`config.mk`:
```
export PLATFORM = sky130hd
export DESIGN_NAME = ocalu_mul
export DESIGN_NICKNAME = d
export VERILOG_FILES = /design/src/sv/ocalu_pkg.sv /design/src/sv/ocalu_mul.sv
export SDC_FILE = /design/constraint.sdc
export NUM_CORES = 2
export LEC_CHECK = 0
export ABC_AREA = 1
export BUFFER_PORTS_ARGS = -buffer_cell sky130_fd_sc_hd__buf_2
export CAP_MARGIN = 15
export CORE_AREA = 4 4 486 296
export DETAILED_ROUTE_END_ITERATION = 12
export DIE_AREA = 0 0 490 300
export PLACE_DENSITY = 0.7
export SKIP_CTS_REPAIR_TIMING = 1
export SYNTH_ARGS = -nofsm -noshare
export SYNTH_HDL_FRONTEND = slang
export SYNTH_SLANG_ARGS = --single-unit
```
`constraint.sdc`:
```
create_clock -name i_clk -period 19.45 [get_ports i_clk]
set_clock_uncertainty 0.15 [all_clocks]
set_input_delay 2.9175 -clock i_clk [delete_from_list [all_inputs] [get_ports i_clk]]
set_output_delay 2.9175 -clock i_clk [all_outputs]
set_load 0.02 [all_outputs]
```
`src/sv/ocalu_pkg.sv`:
```
package ocalu_pkg;

    // pipeline control shared by all arithmetic units
    typedef struct packed {
        logic adv;     // every stage moves one step
        logic in_vld;  // an item enters stage zero on this step
    } t_pipe_ctl;

endpackage

```
`src/sv/ocalu_mul.sv`:
```
module ocalu_mul #(
    parameter int DATA_WIDTH = 32,
    parameter int DEPTH = 34
) (
    input  logic                          i_clk,
    input  ocalu_pkg::t_pipe_ctl          i_ctl,
    input  logic [DATA_WIDTH-1:0]         i_x,
    input  logic [DATA_WIDTH-1:0]         i_y,
    output logic [DATA_WIDTH-1:0]         o_prod,
    output logic                          o_prod_ok
);

    localparam int TAIL = DEPTH - 3;

    logic [DATA_WIDTH-1:0]   r_mx, r_my;
    logic                    r_neg_a, r_zero_a, r_neg_b, r_zero_b;
    logic [2*DATA_WIDTH-1:0] r_prod;
    logic [DATA_WIDTH-1:0]   r_res [TAIL+1];
    logic                    r_ok  [TAIL+1];
    logic [DATA_WIDTH-1:0]   n_res;
    logic                    n_ok;

    always_comb begin
        logic [DATA_WIDTH-1:0] lo, neg_lo;
        logic                  fits;
        lo     = r_prod[DATA_WIDTH-1:0];
        neg_lo = '0 - lo;
        // magnitude limit is 2^(W-1) for a negative product, 2^(W-1)-1 otherwise
        if (r_neg_b) begin
            fits = !lo[DATA_WIDTH-1] || (lo[DATA_WIDTH-2:0] == '0);
        end else begin
            fits = !lo[DATA_WIDTH-1];
        end
        fits = fits && (r_prod[2*DATA_WIDTH-1:DATA_WIDTH] == '0);
        if (r_zero_b) begin
            n_ok  = 1'b1;
            n_res = '0;
        end else begin
            n_ok  = fits;
            n_res = fits ? (r_neg_b ? neg_lo : lo) : '0;
        end
    end

    always_ff @(posedge i_clk) begin
        if (i_ctl.adv) begin
            r_mx     <= i_x[DATA_WIDTH-1] ? ('0 - i_x) : i_x;
            r_my     <= i_y[DATA_WIDTH-1] ? ('0 - i_y) : i_y;
            r_neg_a  <= i_x[DATA_WIDTH-1] ^ i_y[DATA_WIDTH-1];
            r_zero_a <= (i_x == '0) || (i_y == '0);
            r_prod   <= {{DATA_WIDTH{1'b0}}, r_mx} * {{DATA_WIDTH{1'b0}}, r_my};
            r_neg_b  <= r_neg_a;
            r_zero_b <= r_zero_a;
            r_res[0] <= n_res;
            r_ok[0]  <= n_ok;
            for (int k = 1; k <= TAIL; k++) begin
                r_res[k] <= r_res[k-1];
                r_ok[k]  <= r_ok[k-1];
            end
        end
    end

    assign o_prod    = r_res[TAIL];
    assign o_prod_ok = r_ok[TAIL];

endmodule

```
After elaboration in Yosys (flattened, before gate mapping) --
Memories as Yosys holds them, arrays and structs flattened. Index checks and enable logic that the tools add are counted.
Storage, ports and cells: bits in registers 132, bits in latches 0, bits in writable memories 1056, bits in read-only memories 0, input port bits 67, output and inout port bits 33, word-level logic and storage cells 33, memories kept 2
Cells by class: add/subtract/negate cells 3, $mul 1, div/mod/pow operators 0, $lt $le $gt $ge 0, eq/ne operators 0, shift operators 0, mux-type cells 9, bitwise gates (word level) 1, reductions and logical operators 8
Memory list:
- r_res | depth 32, width 32, read ports 32, clocked after Yosys merged registers in 0, wr ports 32, line ocalu_mul.sv:18 | logic [DATA_WIDTH-1:0] r_res [TAIL+1];
- r_ok | depth 32, width 1, read ports 32, clocked after Yosys merged registers in 0, wr ports 32, line ocalu_mul.sv:19 | logic r_ok [TAIL+1];
Operators by type and width (count):
- $logic_not A32 Y1 | 3
- $mux W32 | 3
- $sub A1 B32 Y32 const A | 3
- $mul A32 B32 Y64 | 1
- $mux W31 | 2
- $logic_not A31 Y1 | 1
- $mux W1 | 4
- $logic_or A1 B1 Y1 | 2
- $logic_and A1 B1 Y1 | 1
- $logic_not A1 Y1 | 1
- $xor A1 B1 Y1 | 1

Logic depth before layout (Yosys ltp) --
depth in word-level cells 6, gate-level depth with buffers 32, mapped depth without buffers 31

Least setup slack after synthesis --
OpenSTA, ideal clock, no wires.
kind flip-flop to flip-flop, from register r_mx[25], to register r_prod[62], data pin, library setup time 0.252 ns, arrival 6.157 ns, required time 19.048 ns, setup slack 12.890 ns, cell stages (with the launch flop) 26, buffers on the path 1, clock period less this slack 6.560 ns, path through edfxtp_1 clkbuf_1 nand2_1 fa_1 inv_1 fa_1 inv_1 fa_1 inv_1 fa_1 fa_1 fa_1 fa_1 inv_1 fa_1 inv_1 ha_1 nand2_1 nor2_1 inv_1 nor2_1 nand2_1 nor3_1 nand2_1 nand3_1 nand2_1
On the way: cells in the longest elaborated chain, start to end 1
RTL lines:
- start, declared | line ocalu_mul.sv:15 | logic [DATA_WIDTH-1:0] r_mx, r_my;
- start signal, assigned | line ocalu_mul.sv:46 | r_mx <= i_x[DATA_WIDTH-1] ? ('0 - i_x) : i_x;
- $mul A32 B32 Y64 | line ocalu_mul.sv:50 | r_prod <= {{DATA_WIDTH{1'b0}}, r_mx} * {{DATA_WIDTH{1'b0}}, r_my};
- end signal, assigned | line ocalu_mul.sv:50
- end, declared | line ocalu_mul.sv:17 | logic [2*DATA_WIDTH-1:0] r_prod;
Every way passes these cells. A chain may end at the register's enable or synchronous reset.

Final worst setup path --
from register r_mx[16], to register r_prod[30], data pin
The elaborated chain is that of the path after synthesis.

==> results by group <==
Worst setup path
  • Critical Path RT: 19.73 ns
  • Crit Reg-Reg Endpoint: r_prod[30]
  • Slowest cell on crit path: fa_1
  • Crit start category: register
  • RR Startpoint: r_mx[16]
  • WS Path Type: reg -> reg
  • Worst-path maximum fanout: 32
  • Most common cell type on the critical path: fa_1
  • Slowest stage delay, CP: 0.57 ns
  • Worst Setup End Kind: register
  • Reg2Reg Setup Slack: 11.21 ns
  • Path depth of the worst reg2reg path: 23
  • Critical path arrival: 8.52 ns
  • CP cell instances: buf_4, nand2_1, inv_1, fa_1, fa_1, inv_1, fa_1, fa_1, inv_1, fa_1, fa_1, fa_1, inv_1, fa_1, inv_1, ha_1, nand2_1, nor2_1, inv_1, nor2_1, a21oi_1, nand2_1, xor2_1

Min path
  • Hold_sp: r_res[0][265]
  • Hold Path Sink: r_res[0][297]
  • Worst Hold Class: reg -> reg
  • Worst hold stages: 0

Die
  • Total I/O pin count: 100
  • Die span in y: 300 um
  • Initial core utilization: 53.9%
  • Die W: 490 um
  • Row Count: 106
  • Core Area: 0.139 sq mm
  • Die area: 0.147 sq mm

Status
  • Status: complete, no violations

Logic synthesis
  • Synth area leaders: edfxtp_1 48%, fa_1 24%, inv_1 9.1%, nand2_1 8.6%, ha_1 4.4%
  • Post-synth top area cell: edfxtp_1
  • Syn Area/Cell: 11.0 sq um
  • Count of cell types in the netlist: 34
  • Synth Cell Area: 0.0749 sq mm
  • Mapped Nets: 8,025
  • Number of synthesized register bits: 1,188
  • Synth warnings: 0
  • Register area share after synthesis: 47.7%
  • Cells after Synth: 6,796
  • Post-synth top area share: 47.7%

STA
  • Slew of the pin with the lowest slew margin: 1.06 ns
  • Max-slew headroom: 29.5%
  • Final Max Tran Viols: 0
  • RSZ-0062 raised after global routing: no
  • Setup TNS: 0 ns
  • Hold Fails Final Rpt: 0
  • Final setup fails: 0
  • Fin crit share: 42.4%
  • F_max: 121 MHz
  • Period minus WS final: 8.24 ns

Placement
  • PortBufs: 98
  • Post-DP HPWL: 120,000 um
  • Gpl congestion: 0.973
  • Number of cells after detailed placement: 8,571

Clocking
  • Total CTS buffers: 103
  • CTS tree: built
  • Clock sinks: 1,188
  • Root buffer cell: clkbuf_16
  • Worst-path clk slew: 0.06 ns
  • Worst-Skew Late Latency: 0.72 ns
  • Clock Tree Buf Depth: 3
  • CTS H-tree depth: 3

Route
  • DR vias/cell: 5.10
  • Routed WL: 163,000 um
  • Total iterations of the first detailed-routing run: 7
  • 1st-iter DRT viols: 4,479
  • # DRC: 0
  • Post-route antenna net violation count: 0
  • Routed len/inst: 18.6 um
  • Vias: 44.7k

Cells and area
  • Most frequent cells in the layout: 1,819 x inv_1, 1,711 x nand2_1, 1,188 x edfxtp_1
  • Final net count: 8,069
  • Post-Layout Cell Count: 8,767
  • Filler cells: 11.3k
  • Area delta synth->final: 7.89%
  • Share of cells above drive strength 1: 5.04%
  • Commonest non-fill, non-tap cell in the layout: inv_1

Flow run
  • Max-cap violations: 0

Global route
  • First-pass GRT wire length: 259,000 um
  • Vias in the first global route: 45.7k
  • Largest net degree at the start of global routing: 177
  • Initial antenna violation count: 3
  • Gr ovfl total: 0
  • GRT Total Usage: 22.9%
==> registers in the layout, indices dropped and copies added, names as in the netlist <==
signal and cells:
r_res 1024, r_prod 64, r_mx 32, r_my 32, r_ok 32, r_neg_a 1
r_neg_b 1, r_zero_a 1, r_zero_b 1
==> layout make-up <==
| type | count | area (sq um) | share of cell area, % |
|---|---|---|---|
| multi-input combinational | 3551 | 31300 | 38.8 |
| timing repair buffer | 176 | 1090 | 1.35 |
| clock inverter | 81 | 877 | 1.09 |
| tap | 1836 | 2300 | 2.84 |
| antenna | 1 | 2.50 | 0.00310 |
| clock buffer | 114 | 2660 | 3.30 |
| sequential | 1188 | 35700 | 44.2 |
| inverter | 1820 | 6830 | 8.46 |
==> through the flow <==
stage / setup WS, ns / hold slack [ns] / instance area [sq um] / util, %
after global placement: 11.55 / 0.251 / 77200 / 55.6
final: 11.21 / 0.251 / 80800 / 58.2
after detailed placement: 11.49 / 0.255 / 77200 / 55.6
after CTS: 11.39 / 0.252 / 80800 / 58.2
after global routing: 11.00 / 0.266 / 80800 / 58.2
after floorplan: 12.89 / 0.250 / 74900 / -
==> cells by family after synthesis <==
kind of cell	after synthesis	synth area share [%]
XOR/XNOR	109	1.28
AND/OR/NAND/NOR	2185	11.5
buffers and inverters	2057	10.5
adder cells (fa/ha/maj)	1162	28.4
flip-flops	1188	47.7
AO/OA/AOI/OAI	95	0.684
==> how the worst max path moves through the flow <==
stage	from	slack (ns)	cells past startpoint	endpoint
floorplan	r_mx[25]	12.89	25	r_prod[62]
global placement	r_my[2]	11.55	21	r_prod[30]
detailed placement	r_my[9]	11.49	23	r_prod[30]
CTS	r_my[9]	11.39	23	r_prod[30]
global route	r_mx[17]	11.00	23	r_prod[30]
finish	r_mx[16]	11.21	23	r_prod[30]
==> metal layers <==
layer / vias to the layer above / track usage [%] / wire length [um]
li1: 20400 / - / -
met1: 22000 / 36.2 / 76300
met4: 0 / 5.87 / 3770
met3: 251 / 7.18 / 19700
met5: - / 0 / 0
met2: 1984 / 30.3 / 63300
==> critical path: cells and delay by family, from the launching register on <==
| family | cells | cell delay [ns] |
|---|---|---|
| xor+xnor | 1 | 0.46 |
| simple gates | 5 | 1.35 |
| fa+ha+maj | 9 | 4.59 |
| flops | 1 | 0.33 |
| compound gates | 1 | 0.14 |
| buf+inv | 7 | 0.93 |
==> synthesized netlist by cell type (all sizes together) <==
cell type / instances
o31ai: 1
nor3b: 3
xnor2: 15
nor2: 268
fa: 896
nand3b: 6
a21oi: 51
nand2: 1713
nand4: 44
ha: 266
xor2: 94
nor3: 37
o21ai: 28
edfxtp: 1188
clkinv: 1
nor4: 3
nand3: 109
clkbuf: 202
a31oi: 3
or2: 1
and2: 1
buf: 35
inv: 1819
o21bai: 12
Power is not shown: default switching activity piles up to over one toggle a cycle in this logic, so the estimate is an artifact.
