### src/sv/ocalu_pkg.sv
package ocalu_pkg;

    // pipeline control shared by all arithmetic units
    typedef struct packed {
        logic adv;     // every stage moves one step
        logic in_vld;  // an item enters stage zero on this step
    } t_pipe_ctl;

endpackage

### src/sv/ocalu_addsub.sv
module ocalu_addsub #(
    parameter int DATA_WIDTH = 32,
    parameter int DEPTH = 34
) (
    input  logic                          i_clk,
    input  ocalu_pkg::t_pipe_ctl          i_ctl,
    input  logic [DATA_WIDTH-1:0]         i_x,
    input  logic [DATA_WIDTH-1:0]         i_y,
    output logic [DATA_WIDTH-1:0]         o_sum,
    output logic                          o_sum_ok,
    output logic [DATA_WIDTH-1:0]         o_dif,
    output logic                          o_dif_ok
);

    logic [DATA_WIDTH-1:0] n_sum, n_dif;
    logic                  n_sum_ok, n_dif_ok;
    logic [DATA_WIDTH-1:0] r_sum [DEPTH];
    logic [DATA_WIDTH-1:0] r_dif [DEPTH];
    logic                  r_sum_ok [DEPTH];
    logic                  r_dif_ok [DEPTH];

    always_comb begin
        logic [DATA_WIDTH-1:0] s, d;
        s = i_x + i_y;
        d = i_x - i_y;
        // overflow when operand signs agree (add) or differ (sub) and result sign flips
        n_sum_ok = !((i_x[DATA_WIDTH-1] == i_y[DATA_WIDTH-1]) &&
                     (s[DATA_WIDTH-1] != i_x[DATA_WIDTH-1]));
        n_dif_ok = !((i_x[DATA_WIDTH-1] != i_y[DATA_WIDTH-1]) &&
                     (d[DATA_WIDTH-1] != i_x[DATA_WIDTH-1]));
        n_sum = n_sum_ok ? s : '0;
        n_dif = n_dif_ok ? d : '0;
    end

    always_ff @(posedge i_clk) begin
        if (i_ctl.adv) begin
            r_sum[0]    <= n_sum;
            r_dif[0]    <= n_dif;
            r_sum_ok[0] <= n_sum_ok;
            r_dif_ok[0] <= n_dif_ok;
            for (int k = 1; k < DEPTH; k++) begin
                r_sum[k]    <= r_sum[k-1];
                r_dif[k]    <= r_dif[k-1];
                r_sum_ok[k] <= r_sum_ok[k-1];
                r_dif_ok[k] <= r_dif_ok[k-1];
            end
        end
    end

    assign o_sum    = r_sum[DEPTH-1];
    assign o_sum_ok = r_sum_ok[DEPTH-1];
    assign o_dif    = r_dif[DEPTH-1];
    assign o_dif_ok = r_dif_ok[DEPTH-1];

endmodule

### config.mk
export PLATFORM = sky130hd
export DESIGN_NAME = ocalu_addsub
export DESIGN_NICKNAME = d
export VERILOG_FILES = /design/src/sv/ocalu_pkg.sv /design/src/sv/ocalu_addsub.sv
export SDC_FILE = /design/constraint.sdc
export NUM_CORES = 1
export LEC_CHECK = 0
export ABC_CLOCK_PERIOD_IN_PS = 3600
export BUFFER_PORTS_ARGS = -buffer_cell sky130_fd_sc_hd__buf_4
export CORE_MARGIN = 2
export CORE_UTILIZATION = 61
export DETAILED_ROUTE_END_ITERATION = 12
export PLACE_DENSITY = 0.78
export SLEW_MARGIN = 20
export SYNTH_ARGS = -nofsm -noshare
export SYNTH_HDL_FRONTEND = slang
export SYNTH_SLANG_ARGS = --single-unit
### constraint.sdc
create_clock -name i_clk -period 3.6 [get_ports i_clk]
set_input_delay 0.72 -clock i_clk [delete_from_list [all_inputs] [get_ports i_clk]]
set_output_delay 0.72 -clock i_clk [all_outputs]
set_load 0.005 [all_outputs]
; Yosys cells after proc, flatten, opt, wreduce, memory -nomap -nowiden
; Memory sizes are Yosys's and may differ from the RTL's.
; Cells that the tools add are included.
; W data, S select, Z words.
[word_totals]
n_memories = 4
mem_bits_rw = 2244
reg_bits = 0
[op_classes]
n_addsub = 2
muxes = 4
reduce_logical = 4
n_eq_ne = 4
[mem_list]
columns = memory, depth, width, read_ports, rd_ports_with_merged_regs, write_ports, line
row1 = r_dif, 34, 32, 34, 0, 34, ocalu_addsub.sv:18  ; logic [DATA_WIDTH-1:0] r_dif [DEPTH];
row2 = r_sum, 34, 32, 34, 0, 34, ocalu_addsub.sv:17  ; logic [DATA_WIDTH-1:0] r_sum [DEPTH];
row3 = r_dif_ok, 34, 1, 34, 0, 34, ocalu_addsub.sv:20  ; logic r_dif_ok [DEPTH];
row4 = r_sum_ok, 34, 1, 34, 0, 34, ocalu_addsub.sv:19  ; logic r_sum_ok [DEPTH];
[ops]
columns = cell, count
row1 = $mux W32, 2
row2 = $add A32 B32 Y32, 1
row3 = $sub A32 B32 Y32, 1
row4 = $ne A1 B1 Y1, 3
row5 = $logic_and A1 B1 Y1, 2
row6 = $logic_not A1 Y1, 2
row7 = $mux W1, 2
row8 = $eq A1 B1 Y1, 1

; Longest topological paths before layout
; Gate-level depths: netlist (run 1).
[depth]
word_depth = 4
depth_mapped = 13
mapped_depth_nobuf = 12

; Worst setup path before layout (run 1)
; No wires, ideal clock.
[synth_path]
kind = in2reg
startpoint = in i_y[7]
endpoint = mem r_sum[0][23] (data pin)
required_time_ns = 3.345
slack_ns = 0.418
cell_stages = 12
arrival_ns = 2.928
path_buffers = 1
cell_sequence = inv_1 ha_1 inv_2 a221oi_2 o2111ai_2 a21oi_2 o31ai_4 and2_4 a31oi_4 mux2i_4 buf_6 nor2_2
[synth_rtl]
columns = element, line
row1 = "start, declared", ocalu_addsub.sv:8  ; input logic [DATA_WIDTH-1:0] i_y,
row2 = "end, declared", ocalu_addsub.sv:17

==> qor.yml, run 1 <==
htreeDepth: 4
path_delay_family: "compound AO/OA/AOI/OAI gates"
grt_max_degree: 128
path_clk_slew_ns: 0.07
ir_worst_vdd_mv: 0.4645
drt-vias-per-instance: 5.233
gp_congestion: 0.8721
drt_first_pass_iters: 5
tritoncts: "built"
fp.dieH_um: 345.8
clk_latency_ns: 0.78
vias: 25790
ys.flop_type: "edfxtp_1"
setup_violations: 0
syn_inst: 2813
setup.worst_path.class: "in2reg"
synth.area.top_cells: "edfxtp_1 95%, ha_1 1.1%, xnor2_1 0.54%, a21oi_1 0.36%, nor2_1 0.34%"
power_frac_clock_pct: 37.4
critPathArrivalTime_ns: 3.64
status: "complete, no violations"
rsz0062_at_grt: "no"
path_depth: 12
end_kind: "register"
fin_skew_ns: 0.02811
synthArstFlopShare_pct: 0
synth_cell_types: 70
drive_gt1_share_pct: 17.13
combPwrFrac_pct: 3.1
crit_start: "i_x[1]"
post_dp_cell_area_mm2: 0.07530
timing.hold.ws_ns: 0.3954
total_power_mw: 52.35
drc_errors: 0
antenna_cells: 0
fin_crit_ns: 3.040
dp_hpwl_mm: 48.37
critPathBufInv: 2
synth_area_mm2: 0.07126
final_antenna_net_count: 0
synth-seq-cells: 2244
intPower_mw: 41.83
die-area_mm2: 0.1196
synth-edff-count: 2244
cts_resized: 0
reg2reg_to: "r_dif[14][14]"
power_frac_seq_pct: 59.5
place_inst: 4579
critPathLaunchType: "input pin"
grt_antenna_before_repair: 0
drtIter0Drc: 2087
grt_overflow_total: 0
path_max_fanout: 6
cts.sinks: 2244
cts_setup_buffers: 0
cts_max_path_buffers: 3
ys_seq_area_share_pct: 94.56
cap_viol_max_count: 0
hold_viol: 0
core_area_mm2: 0.1160
postCtsHoldBufs: 0
maxSlewHeadroom_pct: 52.29
crit_chain: "buf_4 -> ha_1 -> nor2b_1 -> o2111ai_1 -> a32o_1 -> o31ai_1 -> and2_1 -> a31oi_2 -> o21ai_2 -> mux2_4 -> buf_4 -> nor2_1"
grt_pass1_vias: 27930
cpMostUsedCell: "buf_4"
ff2ff_setup_slack_ns: 2.78
reg2reg_depth: 0
cts_root_buf: "clkbuf_16"
num-nets-final: 3381
wire_per_inst_um: 20.89
area_growth_pct: 13.93
start_util_pct: 61.40
tightest_slew_ns: 0.7156
powerDensity_mw_per_mm2: 644.8
synth_top_cell_by_area: "edfxtp_1"
synth_area_per_cell_um2: 25.33
power_switching_share_pct: 20.10
regToRegStartpoint: "r_dif[13][14]"
port_buffers: 131
slowest_delay_ns: 0.40
endpoint: "r_dif[0][15]"
rows: 125
die_x_um: 345.8
max_freq_mhz: 328.9
post-route-cell-area_mm2: 0.08119
p_switching_mw: 10.52
final_cells: 4928
period_share_pct: 84.45
synth_top_cell_area_share_pct: 94.56
cts_buffers: 193
p_leak_nw: 27.93
slew_viol_final: 0
critPathRequiredTime_ns: 4.20
hp-class: "reg2reg"
syn_nets: 2944
worst_path_max_delay_cell: "mux2_4"
grt.total_usage_pct: 17.54
yosys_warnings: 0
grt_first_pass_wirelength_mm: 159.5
post-route-util_pct: 69.96
wirelength_mm: 102.9
ios: 133
==> synth_stat cells, drive strengths merged (2+ instances only) <==
library cell	count
nand4	3
a21oi	54
nand2b	5
o21bai	14
o31ai	10
a41oi	5
fa	2
nor2	92
mux2i	2
nand2	32
o21ai	29
ha	62
o221ai	2
nor4	9
edfxtp	2244
a22o	2
nand3	6
a211oi	3
nor2b	9
a21boi	5
a2111oi	3
xnor2	44
o211ai	5
or4	2
o21a	5
and2	3
or3	2
nor3b	2
a31oi	10
inv	64
or2	5
clkbuf	12
o2111ai	3
buf	15
nor3	14
a21o	10
a221oi	2
xor2	8
==> per-stage QoR <==
step	setup WS (ns)	setup TNS (ns)
global placement	-0.01439	-0.01439
CTS	0.6475	0
floorplan	0.4175	0
detailed placement	-0.1196	-4.428
global route	0.4619	0
finish	0.5600	0
==> routing by layer <==
layer | track usage [%] | routed length, um
met4 | 5.418 | 2334
met1 | 20.54 | 39270
met5 | 0 | 0
met3 | 3.103 | 3560
met2 | 32.84 | 57770
==> cell families after synthesis <==
| family | share of synthesized area [%] |
|---|---|
| muxes | 0.06671 |
| adders and majority gates | 1.145 |
| and+or+nand+nor | 1.294 |
| buffers and inverters | 0.6163 |
| DFF | 94.56 |
| xor gates and xnor gates | 0.6391 |
| AOI/OAI and AO/OA | 1.675 |
==> registers in the layout, summed over array words and instances, names as in the netlist <==
signal    count
r_dif      1088
r_dif_ok     34
r_sum      1088
r_sum_ok     34
==> how the worst min path moves through the flow <==
| stage | startpoint | end | slack, ns | depth (start not counted) |
|---|---|---|---|---|
| detailed placement | r_dif[9][12] | r_dif[10][12] | 0.40 | 0 |
| global placement | r_sum[27][4] | r_sum[28][4] | 0.40 | 0 |
| CTS | i_x[31] | r_sum[0][31] | 0.35 | 4 |
| finish | r_sum[9][26] | r_sum[10][26] | 0.40 | 0 |
| global route | r_sum[7][31] | r_sum[8][31] | 0.40 | 0 |
| floorplan | r_dif[9][0] | r_dif[10][0] | 0.40 | 0 |
==> cells in the final DEF (no fill, tap or decap), types with 32 or more instances in the layout <==
cell type  count
xnor2_1       44
clkbuf_16    197
nand2_1       32
clkbuf_1      47
nor2_1        65
buf_4        245
a21oi_1       51
edfxtp_1    2244
clkinv_1      44
inv_1         60
ha_1          62
clkinv_2      33
==> power groups by stage <==
stage                     Combinational [mW]  Clock [mW]  Sequential [mW]
after floorplan                        0.633           0             31.4
after global placement                  1.56           0             31.4
after detailed placement                1.61           0             31.6
after CTS                               1.63        20.2             31.2
after global routing                    1.79        21.0             31.3
final                                   1.62        19.6             31.2
==> final cells by class <==
class | instances | area [um2]
clock buffers | 244 | 5106
fillers | 6684 | 34860
multi-input cells | 477 | 3435
well taps | 1524 | 1907
clock inverters | 105 | 783.3
repair buffers | 269 | 2327
inverters | 65 | 244.0
flip-flops and latches | 2244 | 67380
Power figures use the tool's default switching activity.
==> inputs of run 2 (changes only) <==
ABC_CLOCK_PERIOD_IN_PS = 3000   (was 3600)
clock period = 3 ns   (was 3.6 ns; I/O delays follow)
==> qor.yml, run 2 (synthesized netlist as in run 1, its figures left out) <==
status: "complete, no violations"
tightest_slew_ns: 0.7755
p_switching_mw: 12.70
critPathArrivalTime_ns: 3.17
fin_crit_ns: 2.675
cts_root_buf: "clkbuf_16"
fp.dieH_um: 345.8
path_max_fanout: 2
max_freq_mhz: 373.8
p_leak_nw: 28.45
path_clk_slew_ns: 0.07
cts_max_path_buffers: 3
cts.sinks: 2244
cts_resized: 0
power_frac_clock_pct: 37.4
drc_errors: 0
start_util_pct: 61.40
maxSlewHeadroom_pct: 47.65
slowest_delay_ns: 0.46
place_inst: 4688
final_cells: 5024
cap_viol_max_count: 0
port_buffers: 131
critPathBufInv: 2
cts_buffers: 192
grt_overflow_total: 0
reg_top3: "r_dif x1088, r_sum x1088"
end_kind: "register"
grt_pass1_vias: 28600
hp-class: "in2reg"
cts_setup_buffers: 0
ir_worst_vdd_mv: 0.5941
layout_common_cells: "2244 x edfxtp_1, 350 x buf_4, 195 x clkbuf_16, 64 x nor2_1"
setup_violations: 0
path_delay_family: "compound AO/OA/AOI/OAI gates"
core_area_mm2: 0.1160
final_common_cell: "edfxtp_1"
fin_skew_ns: 0.02604
clk_latency_ns: 0.77
antenna_cells: 0
period_share_pct: 89.18
powerDensity_mw_per_mm2: 770.6
rows: 125
worst_path_max_delay_cell: "o31ai_1"
drt-vias-per-instance: 5.289
crit_start: "i_x[0]"
drive_gt1_share_pct: 19.46
min_from: "i_ctl[1]"
htreeDepth: 4
setup.worst_path.class: "in2reg"
drtIter0Drc: 2210
slew_viol_final: 0
vias: 26570
gp_congestion: 0.8382
critPathLaunchType: "input pin"
intPower_mw: 50.50
ios: 133
post-route-util_pct: 70.67
grt_first_pass_wirelength_mm: 170.4
hold_viol: 0
tritoncts: "built"
dp_hpwl_mm: 52.70
grt_antenna_before_repair: 2
combPwrFrac_pct: 3.4
die-area_mm2: 0.1196
regToRegStartpoint: "r_dif[23][4]"
die_x_um: 345.8
power_frac_seq_pct: 59.2
rsz0062_at_grt: "no"
grt.total_usage_pct: 18.94
drt_first_pass_iters: 5
power_switching_share_pct: 20.10
wire_per_inst_um: 22.15
final_antenna_net_count: 0
num-nets-final: 3489
area_growth_pct: 15.10
postCtsHoldBufs: 0
wirelength_mm: 111.3
crit_chain: "buf_4 -> ha_1 -> fa_1 -> nor2b_1 -> o211ai_1 -> a31oi_1 -> buf_4 -> a21oi_1 -> o31ai_1 -> nand4_1 -> a21oi_1 -> or3_1 -> a21oi_2"
critPathRequiredTime_ns: 3.49
grt_max_degree: 117
[run 2: changes by cell type in the layout (fill, tap and decap cells not counted), moves of 4 or more]
cell,before,now
buf_12,23,27
buf_4,245,350
bufinv_16,8,12
clkinv_1,44,51
clkinv_2,33,24
clkinv_8,4,0
clkinvlp_4,7,2
[run 2: routing by layer]
layer / vias up / global-route usage [%] / routed length (um)
met3: 154 / 3.168 / 3739
met4: 0 / 5.062 / 1943
met5: - / 0 / 0
li1: 12260 / - / -
met2: 568 / 35.57 / 62930
met1: 13590 / 22.59 / 42690
[run 2: per-stage QoR]
step / power, mW / hold WS, ns / setup TNS, ns / worst slack, ns / area [um2]
after floorplan: 38.46 / 0.4003 / 0 / 0.02387 / 71290
after global placement: 39.82 / 0.4001 / -17.96 / -0.3976 / 76200
after detailed placement: 40.12 / 0.4045 / -21.28 / -0.4225 / 76200
after CTS: 63.94 / 0.2632 / 0 / 0.4017 / 82020
after global routing: 65.24 / 0.2921 / 0 / 0.1841 / 82020
final: 63.20 / 0.2965 / 0 / 0.3246 / 82020
[run 2: worst paths after layout]
| path | to | slack (ns) | cells past startpoint |
|---|---|---|---|
| hold reg to reg | r_dif[14][16] | 0.40 | 0 |
| setup reg to reg | r_dif[24][4] | 2.17 | 0 |
| hold / removal | r_sum[33][3] | 0.30 | 1 |
| setup / recovery | r_sum[0][28] | 0.32 | 13 |
[run 2: power groups by stage]
| stage | Sequential (mW) | Combinational [mW] | Clock (mW) |
|---|---|---|---|
| final | 37.4 | 2.14 | 23.6 |
| after global placement | 37.7 | 2.08 | 0 |
| after floorplan | 37.7 | 0.767 | 0 |
| after CTS | 37.5 | 2.17 | 24.3 |
| after global routing | 37.6 | 2.37 | 25.3 |
| after detailed placement | 38.0 | 2.14 | 0 |
[run 2: layout make-up]
| type | instances | area (um2) |
|---|---|---|
| Inverter | 65 | 244.0 |
| Fill cell | 6553 | 34030 |
| Sequential cell | 2244 | 67380 |
| Multi-Input combinational cell | 477 | 3468 |
| Clock buffer | 239 | 5045 |
| Timing Repair Buffer | 378 | 3196 |
| Tap cell | 1524 | 1907 |
| Clock inverter | 97 | 773.2 |
